[src/design/rpes_pkg.sv]
// Shared types and constants for the resource profile earliest start block.
package rpes_pkg;

  localparam int NUM_RESOURCES_DEF = 4;
  localparam int MAX_HORIZON_DEF   = 1024;
  localparam int CAP_REGS          = 4;
  localparam int TIME_W            = 11;
  localparam int DUR_W             = 8;
  localparam int CAP_W             = 8;
  localparam int RIU_W             = 3;
  localparam int DEM_W             = 32;
  localparam int CFG_IDX_W         = 3;
  localparam int CFG_DATA_W        = 11;

  localparam logic [RIU_W-1:0]  RIU_RESET     = 3'd4;
  localparam logic [TIME_W-1:0] HORIZON_RESET = 11'd1024;

  typedef enum logic [1:0] {
    REQ_QUERY = 2'd0,
    REQ_ADD   = 2'd1,
    REQ_CLEAR = 2'd2
  } req_t;

  typedef enum logic [CFG_IDX_W-1:0] {
    CFG_RES_IN_USE = 3'd0,
    CFG_HORIZON    = 3'd1,
    CFG_CAP0       = 3'd2,
    CFG_CAP1       = 3'd3,
    CFG_CAP2       = 3'd4,
    CFG_CAP3       = 3'd5
  } cfg_idx_t;

  typedef enum logic [1:0] {
    ST_IDLE,
    ST_QUERY,
    ST_ADD,
    ST_CLEAR
  } state_t;

  typedef struct packed {
    logic rd;
    logic clr;
    logic sub;
  } lane_ctl_t;

endpackage

[src/design/rpes_ctrl.sv]
// Sequencer: configuration, request decode, slot walk and merge of lane results.
module rpes_ctrl
  import rpes_pkg::*;
#(
  parameter int NUM_LANES   = NUM_RESOURCES_DEF,
  parameter int MAX_HORIZON = MAX_HORIZON_DEF,
  parameter int AW          = $clog2(MAX_HORIZON_DEF)
) (
  input  logic                            clk,
  input  logic                            rst_n,
  input  logic                            start,
  output logic                            busy,
  input  logic [1:0]                      in_req_type,
  input  logic [TIME_W-1:0]               in_start_time,
  input  logic [DUR_W-1:0]                in_duration,
  input  logic [TIME_W-1:0]               in_stop_time,
  input  logic [DEM_W-1:0]                in_demands,
  output logic                            out_valid,
  output logic [TIME_W-1:0]               out_result_time,
  output logic                            out_fits,
  input  logic                            cfg_we,
  input  logic [CFG_IDX_W-1:0]            cfg_index,
  input  logic [CFG_DATA_W-1:0]           cfg_wdata,
  output lane_ctl_t                       lane_ctl,
  output logic [AW-1:0]                   rd_addr,
  output logic [AW-1:0]                   wr_addr,
  output logic [NUM_LANES-1:0]            lane_act,
  output logic [NUM_LANES-1:0][CAP_W-1:0] lane_dem,
  output logic [NUM_LANES-1:0][CAP_W-1:0] lane_fill,
  input  logic [NUM_LANES-1:0]            lane_ok
);

  localparam int TW = $clog2(MAX_HORIZON + 1);
  localparam int CW = (TW > TIME_W) ? TW : TIME_W;
  localparam logic [CW-1:0] MAXH      = CW'(MAX_HORIZON);
  localparam logic [AW-1:0] LAST_ADDR = AW'(MAX_HORIZON - 1);

  state_t                  state_r, state_nxt;
  logic                    init_r, init_nxt;
  logic [RIU_W-1:0]        riu_r;
  logic [TIME_W-1:0]       hor_r;
  logic [CAP_REGS-1:0][CAP_W-1:0] cap_r;
  logic [CW-1:0]           rd_r, rd_nxt;
  logic                    pv_r, pv_nxt;
  logic                    ov_r, ov_nxt;
  logic [CW-1:0]           t_r, t_nxt;
  logic [CW-1:0]           lim_r, lim_nxt;
  logic [AW-1:0]           wa_r, wa_nxt;
  logic [DUR_W-1:0]        run_r, run_nxt;
  logic [DUR_W-1:0]        dur_r, dur_nxt;
  logic [DEM_W-1:0]        dem_r, dem_nxt;
  logic [TIME_W-1:0]       ores_r, ores_nxt;
  logic                    ofits_r, ofits_nxt;

  logic [CW-1:0]    hz;
  logic [CW-1:0]    stop_c;
  logic             accept;
  logic             ok_all;
  logic             issue;
  logic [DUR_W-1:0] run_e;
  logic [CW-1:0]    t_e;
  logic             q_done;
  logic             add_done;
  logic             clr_done;

  assign hz       = (CW'(hor_r) < MAXH) ? CW'(hor_r) : MAXH;
  assign stop_c   = (CW'(in_stop_time) < hz) ? CW'(in_stop_time) : hz;
  assign busy     = (state_r != ST_IDLE);
  assign accept   = start && !busy;
  assign ok_all   = &(lane_ok | ~lane_act);
  assign issue    = (rd_r < lim_r);
  assign run_e    = pv_r ? (ok_all ? run_r + 1'b1 : '0) : run_r;
  assign t_e      = pv_r ? t_r + 1'b1 : t_r;
  assign q_done   = (run_e >= dur_r) || (t_e >= lim_r);
  assign add_done = !issue && !pv_r;
  assign clr_done = (rd_r[AW-1:0] == LAST_ADDR);

  assign rd_addr  = rd_r[AW-1:0];
  assign wr_addr  = (state_r == ST_CLEAR) ? rd_r[AW-1:0] : wa_r;

  assign out_valid       = ov_r;
  assign out_result_time = ores_r;
  assign out_fits        = ofits_r;

  always_comb begin
    for (int i = 0; i < NUM_LANES; i++) begin
      lane_act[i]  = (RIU_W'(i) < riu_r);
      lane_dem[i]  = dem_r[i*CAP_W +: CAP_W];
      lane_fill[i] = init_r ? '0 : cap_r[i];
    end
  end

  always_comb begin
    state_nxt = state_r;
    case (state_r)
      ST_IDLE: begin
        if (accept) begin
          case (req_t'(in_req_type))
            REQ_QUERY: state_nxt = ST_QUERY;
            REQ_ADD:   state_nxt = ST_ADD;
            REQ_CLEAR: state_nxt = ST_CLEAR;
            default:   state_nxt = ST_IDLE;
          endcase
        end
      end
      ST_QUERY: begin
        if (q_done) state_nxt = ST_IDLE;
      end
      ST_ADD: begin
        if (add_done) state_nxt = ST_IDLE;
      end
      ST_CLEAR: begin
        if (clr_done) state_nxt = ST_IDLE;
      end
      default: state_nxt = ST_IDLE;
    endcase
  end

  always_comb begin
    init_nxt  = init_r;
    rd_nxt    = rd_r;
    pv_nxt    = 1'b0;
    ov_nxt    = 1'b0;
    t_nxt     = t_r;
    lim_nxt   = lim_r;
    wa_nxt    = wa_r;
    run_nxt   = run_r;
    dur_nxt   = dur_r;
    dem_nxt   = dem_r;
    ores_nxt  = ores_r;
    ofits_nxt = ofits_r;
    lane_ctl  = '0;
    case (state_r)
      ST_IDLE: begin
        if (accept) begin
          dem_nxt = in_demands;
          dur_nxt = in_duration;
          run_nxt = '0;
          t_nxt   = CW'(in_start_time);
          rd_nxt  = CW'(in_start_time);
          case (req_t'(in_req_type))
            REQ_QUERY: lim_nxt = hz;
            REQ_ADD:   lim_nxt = stop_c;
            REQ_CLEAR: rd_nxt  = '0;
            default: begin
              ov_nxt    = 1'b1;
              ores_nxt  = '0;
              ofits_nxt = 1'b0;
            end
          endcase
        end
      end
      ST_QUERY: begin
        lane_ctl.rd = issue;
        if (issue) rd_nxt = rd_r + 1'b1;
        pv_nxt  = issue;
        run_nxt = run_e;
        t_nxt   = t_e;
        if (q_done) begin
          ov_nxt    = 1'b1;
          ores_nxt  = TIME_W'(t_e - CW'(run_e));
          ofits_nxt = (run_e >= dur_r);
        end
      end
      ST_ADD: begin
        lane_ctl.rd  = issue;
        lane_ctl.sub = pv_r;
        if (issue) rd_nxt = rd_r + 1'b1;
        pv_nxt = issue;
        wa_nxt = rd_r[AW-1:0];
        if (add_done) begin
          ov_nxt    = 1'b1;
          ores_nxt  = '0;
          ofits_nxt = 1'b0;
        end
      end
      ST_CLEAR: begin
        lane_ctl.clr = 1'b1;
        rd_nxt       = rd_r + 1'b1;
        if (clr_done) begin
          init_nxt = 1'b0;
          if (!init_r) begin
            ov_nxt    = 1'b1;
            ores_nxt  = '0;
            ofits_nxt = 1'b0;
          end
        end
      end
      default: begin
        lane_ctl = '0;
      end
    endcase
  end

  always_ff @(posedge clk) begin
    if (!rst_n) begin
      state_r <= ST_CLEAR;
      init_r  <= 1'b1;
      rd_r    <= '0;
      pv_r    <= 1'b0;
      ov_r    <= 1'b0;
      riu_r   <= RIU_RESET;
      hor_r   <= HORIZON_RESET;
      cap_r   <= '0;
    end else begin
      state_r <= state_nxt;
      init_r  <= init_nxt;
      rd_r    <= rd_nxt;
      pv_r    <= pv_nxt;
      ov_r    <= ov_nxt;
      if (cfg_we) begin
        case (cfg_idx_t'(cfg_index))
          CFG_RES_IN_USE: riu_r    <= cfg_wdata[RIU_W-1:0];
          CFG_HORIZON:    hor_r    <= cfg_wdata[TIME_W-1:0];
          CFG_CAP0:       cap_r[0] <= cfg_wdata[CAP_W-1:0];
          CFG_CAP1:       cap_r[1] <= cfg_wdata[CAP_W-1:0];
          CFG_CAP2:       cap_r[2] <= cfg_wdata[CAP_W-1:0];
          CFG_CAP3:       cap_r[3] <= cfg_wdata[CAP_W-1:0];
          default:        riu_r    <= riu_r;
        endcase
      end
    end
  end

  always_ff @(posedge clk) begin
    t_r     <= t_nxt;
    lim_r   <= lim_nxt;
    wa_r    <= wa_nxt;
    run_r   <= run_nxt;
    dur_r   <= dur_nxt;
    dem_r   <= dem_nxt;
    ores_r  <= ores_nxt;
    ofits_r <= ofits_nxt;
  end

endmodule

[config.mk]
export PLATFORM = sky130hd
export DESIGN_NAME = rpes_ctrl
export DESIGN_NICKNAME = d
export VERILOG_FILES = /design/src/design/rpes_pkg.sv /design/src/design/rpes_ctrl.sv
export SDC_FILE = /design/constraint.sdc
export NUM_CORES = 1
export LEC_CHECK = 0
export ABC_AREA = 1
export BUFFER_PORTS_ARGS = -buffer_cell sky130_fd_sc_hd__buf_4
export CAP_MARGIN = 20
export CORE_AREA = 3 3 108 151
export CTS_CLUSTER_DIAMETER = 80
export DETAILED_ROUTE_END_ITERATION = 8
export DIE_AREA = 0 0 111 154
export PLACE_DENSITY_LB_ADDON = 0.2
export SKIP_CTS_REPAIR_TIMING = 1
export SYNTH_ARGS = -nofsm -noshare
export SYNTH_HDL_FRONTEND = slang
export SYNTH_SLANG_ARGS = --single-unit
[constraint.sdc]
create_clock -name clk -period 5.7 [get_ports clk]
set_clock_uncertainty 0.15 [all_clocks]
set_input_delay 0.855 -clock clk [delete_from_list [all_inputs] [get_ports clk]]
set_output_delay 0.855 -clock clk [all_outputs]
set_load 0.005 [all_outputs]
==> flow_summary_export.csv, run 1 <==
group,metric,value,unit
setup_path,max_stage_delay,830,ps
layout,final_common_cell,"buf_4",
yosys,ys_seq_elements,154,
clocking,ctsHtreeMaxLevel,4,
die,start_util,54.58,%
placed_design,post_dp_cell_area,9708,sq um
power,p_leak,4.613,nW
timing,rsz0062_at_grt,"false",
yosys,post_synth.cell_area_avg,8.419,sq um
setup_path,arrival,3640,ps
route,final_antenna_net_count,0,
clocking,cts_buffer_depth,2,
route,detailroute.wirelength.met2,10800,um
yosys,netlist_instances,976,
layout,synthToLayoutAreaGrowth,25.29,%
clocking,clk_pin_slew,70,ps
timing,tightest_slew,787.4,ps
job,max-cap-violations,0,
timing,finalCriticalPeriod,3665,ps
clocking,cts_root_buffer,"clkbuf_16",
setup_path,critical-path-top-delay-family,"simple AND/OR/NAND/NOR gates",
route,drtIter0Drc,363,
layout,drive_gt1_share,22.46,%
layout,final_cell_area,10290,sq um
route,vias_per_cell,5.230,
timing,max_freq,272.8,MHz
power,power_density,400.0,nW/um^2
setup_path,worstPathRequired,5670,ps
global_route,grt_use_total,24.12,%
global_route,grt_antenna_before_repair,0,
clocking,clkLatencyLatePin,420,ps
yosys,yosys_most_used_dff,"edfxtp_1",
clocking,numCtsBuffers,17,
setup_path,worstSetupEndpointType,"flip-flop",
layout,fin_nets,1292,
power,vdd_drop_max,238.9,uV
route,post-route-drc-count,0,
timing,setup_total_negative_slack,0,ps
route,route.met3.wl,1384,um
route,highest_layer,"met4",
yosys,synth_edf_count,92,
timing,relSlewSlack,47.44,%
die,die-area,17090,sq um
timing,finalCritPeriodShare,64.31,%
die,die_w,111,um
clocking,clock-sinks,154,
route,wl_met1,7630,um
timing,finalHoldViolations,0,
placed_design,portBuffers,190,
yosys,yosys_warnings,0,
layout,layout_common_cells,"197 x buf_4, 159 x nand2_1, 143 x inv_1, 117 x nor2_1, 108 x o21ai_0",
placed_design,dp.final_hpwl,15560,um
setup_path,critical_path_class,"reg2reg",
timing,setup_viol,0,
placed_design,gp_congestion,0.9310,
outcome,status,"finished clean",
layout,diodes,0,
global_route,grt_max_degree,62,
die,rows,53,
route,totalWireLength,20650,um
yosys,async_flop_share,0,%
yosys,synth_nets,1119,
timing,slew_viol_final,0,
setup_path,cp_slowest_cell,"dfxtp_1",
clocking,cts_tree,"done",
setup_path,cp_cell_sequence,"nand2_2 > nor2_1 > nand2_1 > nor2_2 > inv_2 > nor2_2 > inv_2 > nor2_2 > nand2_1 > inv_1 > nor3_2 > ha_1 > inv_1 > nor3_1 > nand2_1 > nand4_1 > nand3_1 > nor2_1 > buf_4",
yosys,syn_area,8217,sq um
yosys,synth.distinct_cells,44,
global_route,overflow,0,
die,die_y,154,um
route,first_pass_iters,5,
die,ios,191,
setup_path,cp_num_buf_inv,5,
setup_path,crit_path_start_kind,"flip-flop",
global_route,grt_pass1_wl,33040,um
route,detail_route.wl_per_cell,15.25,um
global_route,grt_pass1_vias,6943,
setup_path,worstPathMaxFanout,13,
die,core,15050,sq um
route,vias,7081,
hold_path,hold_path.class,"reg2reg",
yosys,ys_seq_area_share,48.73,%
-- sequential cells by signal, summed over array words and instances (netlist names) --
| register | count |
|---|---|
| run_r | 8 |
| pv_r | 1 |
| rd_r | 11 |
| lim_r | 11 |
| state_r | 2 |
| init_r | 1 |
| lane_dem | 32 |
| out_valid | 1 |
| out_result_time | 11 |
| t_r | 11 |
| riu_r | 3 |
| wa_r | 10 |
| out_fits | 1 |
| cap_r | 32 |
| hor_r | 11 |
| dur_r | 8 |
-- final cells by class --
type / instances / area (sq um)
multi-input combinational: 624 / 3410
sequential: 154 / 4004
tap: 192 / 240.2
clock inverter: 15 / 153.9
clock buffer: 17 / 425.4
timing repair buffer: 197 / 1479
fill: 1212 / 4758
inverter: 155 / 583.1
-- tightest hold or removal path, cell delays in order, from the launching register on --
cell	delay [ps]
dfxtp_1	300
inv_1	60
a21oi_1	50
-- path summary, 6_finish.rpt --
check / from / endpoint / slack (ps) / cells past startpoint
worst max-delay path: pv_r / out_result_time[7] / 2030 / 19
worst max register to register: pv_r / out_result_time[7] / 2030 / 19
worst min register to register: cap_r[24] / cap_r[24] / 310 / 2
worst min-delay path: cap_r[24] / cap_r[24] / 310 / 2
-- report_power, final --
group,leakage [nW],internal [mW],switching (mW)
Clock,0.283,0.620,0.500
Combinational,2.97,0.583,0.877
Sequential,1.36,1.40,0.135
-- per-layer routing --
metal / vias up / global-route usage [%]
li1: 3555 / -
met2: 275 / 43.84
met4: 0 / 12.09
met3: 57 / 5.709
met5: - / 0
met1: 3194 / 26.02
-- cells by family after synthesis --
kind of cell,share of synthesized area (%)
DFF,48.73
adders and majority gates,8.771
AOI/OAI and AO/OA,13.48
buffers and inverters,9.776
and+or+nand+nor,17.66
xor gates and xnor gates,1.584
-- synthesized netlist by cell type, types with 2 or more instances --
cell type / n / area (sq um)
o22ai_1: 2 / 12.51
a211oi_1: 2 / 15.01
nand4_1: 9 / 56.30
o21ai_0: 109 / 545.5
nor3_1: 8 / 40.04
nand3_1: 36 / 180.2
edfxtp_1: 92 / 2763
nor2_1: 117 / 439.2
inv_2: 9 / 33.78
a31oi_1: 3 / 18.77
dfxtp_1: 62 / 1241
nor2_2: 5 / 31.28
a32oi_1: 3 / 26.28
o211ai_1: 2 / 15.01
ha_1: 56 / 700.7
clkbuf_1: 27 / 101.4
nand2_1: 159 / 596.8
inv_1: 143 / 536.8
o2111ai_1: 2 / 17.52
buf_2: 2 / 10.01
clkinv_1: 2 / 7.510
nand2_2: 4 / 25.02
o21a_1: 3 / 22.52
nor3_2: 2 / 20.02
xor2_1: 7 / 61.31
nand2_4: 3 / 33.78
a21o_1: 2 / 15.01
a21oi_1: 76 / 380.4
xor2_2: 2 / 32.53
buf_4: 12 / 90.09
o21ai_2: 2 / 17.52
-- metrics by stage --
stage	std cells	worst slack (ps)	util (%)	hold WS [ps]	total power, mW
detailed placement	1321	1397	64.49	294.6	3.004
finish	1354	2035	68.39	305.2	4.118
CTS	1353	1630	68.34	304.9	4.129
floorplan	976	2229	-	280.3	2.524
global route	1354	1747	68.39	328.4	4.394
global placement	1321	1569	64.49	290.6	2.970
(Power assumes the default switching activity.)
==> run 2: changes to the inputs <==
- ABC_AREA: 1 -> 0
- CORE_AREA: 3 3 108 151 -> 3 3 107 150
- DIE_AREA: 0 0 111 154 -> 0 0 110 153
- clock period: 5.7 -> 3.4 ns (I/O delays scaled with it)
==> flow_summary_export.csv, run 2 <==
group,metric,value,unit
outcome,status,"finished, violations left",
outcome,violations,"negative setup slack",
route,vias_per_cell,5.350,
yosys,ys_seq_area_share,50.38,%
layout,final_cells,1264,
yosys,synth_nets,946,
placed_design,portBuffers,190,
route,post-route-drc-count,0,
yosys,netlist_instances,803,
placed_design,dp_cells,1225,
clocking,ctsHtreeMaxLevel,4,
route,vias,6763,
die,ios,191,
global_route,grt_antenna_before_repair,0,
setup_path,worstPathRequired,3430,ps
timing,worst_slack,-191.7,ps
route,detail_route.wl_per_cell,17.00,um
yosys,ys_seq_elements,154,
setup_path,worstPathMaxFanout,7,
timing,rsz0062_at_grt,"true",
power,p_leak,4.610,nW
yosys,syn_area,7948,sq um
clocking,clk_pin_slew,70,ps
setup_path,critical-path-top-delay-family,"compound AO/OA/AOI/OAI gates",
timing,finalCritPeriodShare,105.6,%
placed_design,gp_congestion,0.8659,
setup_path,cp_cell_sequence,"or3_4 > nor2b_4 > or2_4 > buf_6 > o22ai_4 > inv_2 > buf_4 > ha_1 > a21o_1 > maj3_2 > a311oi_4 > mux2i_1 > a311o_1",
setup_path,cp_slowest_cell,"or3_4",
route,first_pass_iters,5,
timing,relSlewSlack,45.59,%
global_route,grt_use_total,25.53,%
layout,synthToLayoutAreaGrowth,37.83,%
global_route,grt_pass1_wl,33320,um
yosys,synth_edf_count,92,
clocking,clock-sinks,154,
layout,fin_nets,1202,
yosys,synth_common_cells,"134 x nand2_1, 92 x edfxtp_1, 66 x a21oi_1",
die,start_util,53.27,%
timing,max_freq,278.4,MHz
timing,finalHoldViolations,0,
setup_path,crit_path_start_kind,"flip-flop",
yosys,yosys_warnings,0,
yosys,synth_top_area_share,34.76,%
die,die_w,110,um
setup_path,critical_path_class,"reg2reg",
yosys,async_flop_share,0,%
clocking,clkLatencyLatePin,420,ps
die,rows,53,
yosys,yosysMostFrequentCell,"nand2_1",
power,power_density,710.4,nW/um^2
layout,final_common_cell,"buf_4",
timing,tightest_slew,809.9,ps
yosys,yosys_most_used_dff,"edfxtp_1",
die,die-area,16830,sq um
setup_path,arrival,3620,ps
clocking,cts_tree,"done",
route,drtIter0Drc,311,
timing,finalCriticalPeriod,3592,ps
setup_path,max_stage_delay,400,ps
yosys,post_synth.cell_area_avg,9.897,sq um
timing,slew_viol_final,0,
layout,drive_gt1_share,34.79,%
yosys,synth.distinct_cells,63,
clocking,numCtsBuffers,17,
power,vdd_drop_max,473.0,uV
global_route,overflow,0,
yosys,synth_top_area_cell,"edfxtp_1",
timing,setup_viol,19,
layout,layout_common_cells,"276 x buf_4, 133 x nand2_1, 92 x edfxtp_1, 62 x a21oi_1",
die,die_y,153,um
route,totalWireLength,21490,um
clocking,cts_root_buffer,"clkbuf_16",
timing,setup_total_negative_slack,-1649,ps
die,core,14920,sq um
global_route,grt_pass1_vias,6814,
setup_path,cp_num_buf_inv,3,
global_route,grt_max_degree,45,
yosys,synth_area_leaders,"edfxtp_1 35%, dfxtp_1 16%, ha_1 8.8%, nand2_1 6.3%, a21oi_1 4.2%",
setup_path,worstSetupEndpointType,"flip-flop",
layout,diodes,0,
route,final_antenna_net_count,0,
hold_path,hold_path.class,"in2reg",
clocking,cts_buffer_depth,2,
placed_design,dp.final_hpwl,15820,um
job,max-cap-violations,0,
## run 2: cell families (layout without fill, tap and decap cells)
group	count (synthesis)	after routing	synth area share, %
multiplexers	25	25	3.416
buffers and inverters	90	359	4.833
AO/OA/AOI/OAI	156	156	12.25
AND/OR/NAND/NOR	292	292	16.80
XOR/XNOR	26	26	2.865
flip-flops	154	154	50.38
adder cells (fa/ha/maj)	60	60	9.462
## run 2: routing by layer
metal	share of wire, %	track usage (%)
met2	54	45.25
met5	0	0
met4	3.7	11.41
met1	36	28.06
met3	6.4	6.379
## run 2: final cells by class
cell class | count | area (sq um)
clock inverters | 15 | 172.7
multi-input cells | 559 | 3796
clock buffers | 17 | 425.4
inverters | 47 | 186.4
flip-flops and latches | 154 | 4008
well taps | 192 | 240.2
fillers | 1126 | 3966
repair buffers | 280 | 2126
## run 2: power breakdown
part / internal [mW] / leakage (nW) / total (mW) / switching, mW
clock: 1.05 / 0.289 / 1.92 / 0.869
sequential: 2.33 / 1.35 / 2.50 / 0.166
combinational: 1.73 / 2.97 / 3.36 / 1.63
## run 2: final timing paths
| path | cells past startpoint | endpoint | startpoint | slack, ps |
|---|---|---|---|---|
| setup / recovery | 13 | out_result_time[7] | riu_r[0] | -190 |
| hold / removal | 1 | lane_dem[27] | in_demands[27] | 110 |
| setup reg to reg | 13 | out_result_time[7] | riu_r[0] | -190 |
| hold reg to reg | 2 | cap_r[21] | cap_r[21] | 300 |
## run 2: stage by stage
stage | area (sq um) | hold slack (ps) | utilization, % | worst slack, ps | total power, mW
4_1_cts | 10700 | 91.64 | 71.71 | -365.1 | 7.412
3_3_place_gp | 10100 | 287.4 | 67.71 | -432.6 | 5.409
3_5_place_dp | 10100 | 292.6 | 67.71 | -491.8 | 5.471
5_1_grt | 10950 | 88.85 | 73.42 | -285.3 | 8.206
2_1_floorplan | 8030 | 281.8 | - | -302.3 | 4.166
6_report | 10950 | 107.6 | 73.42 | -191.7 | 7.782
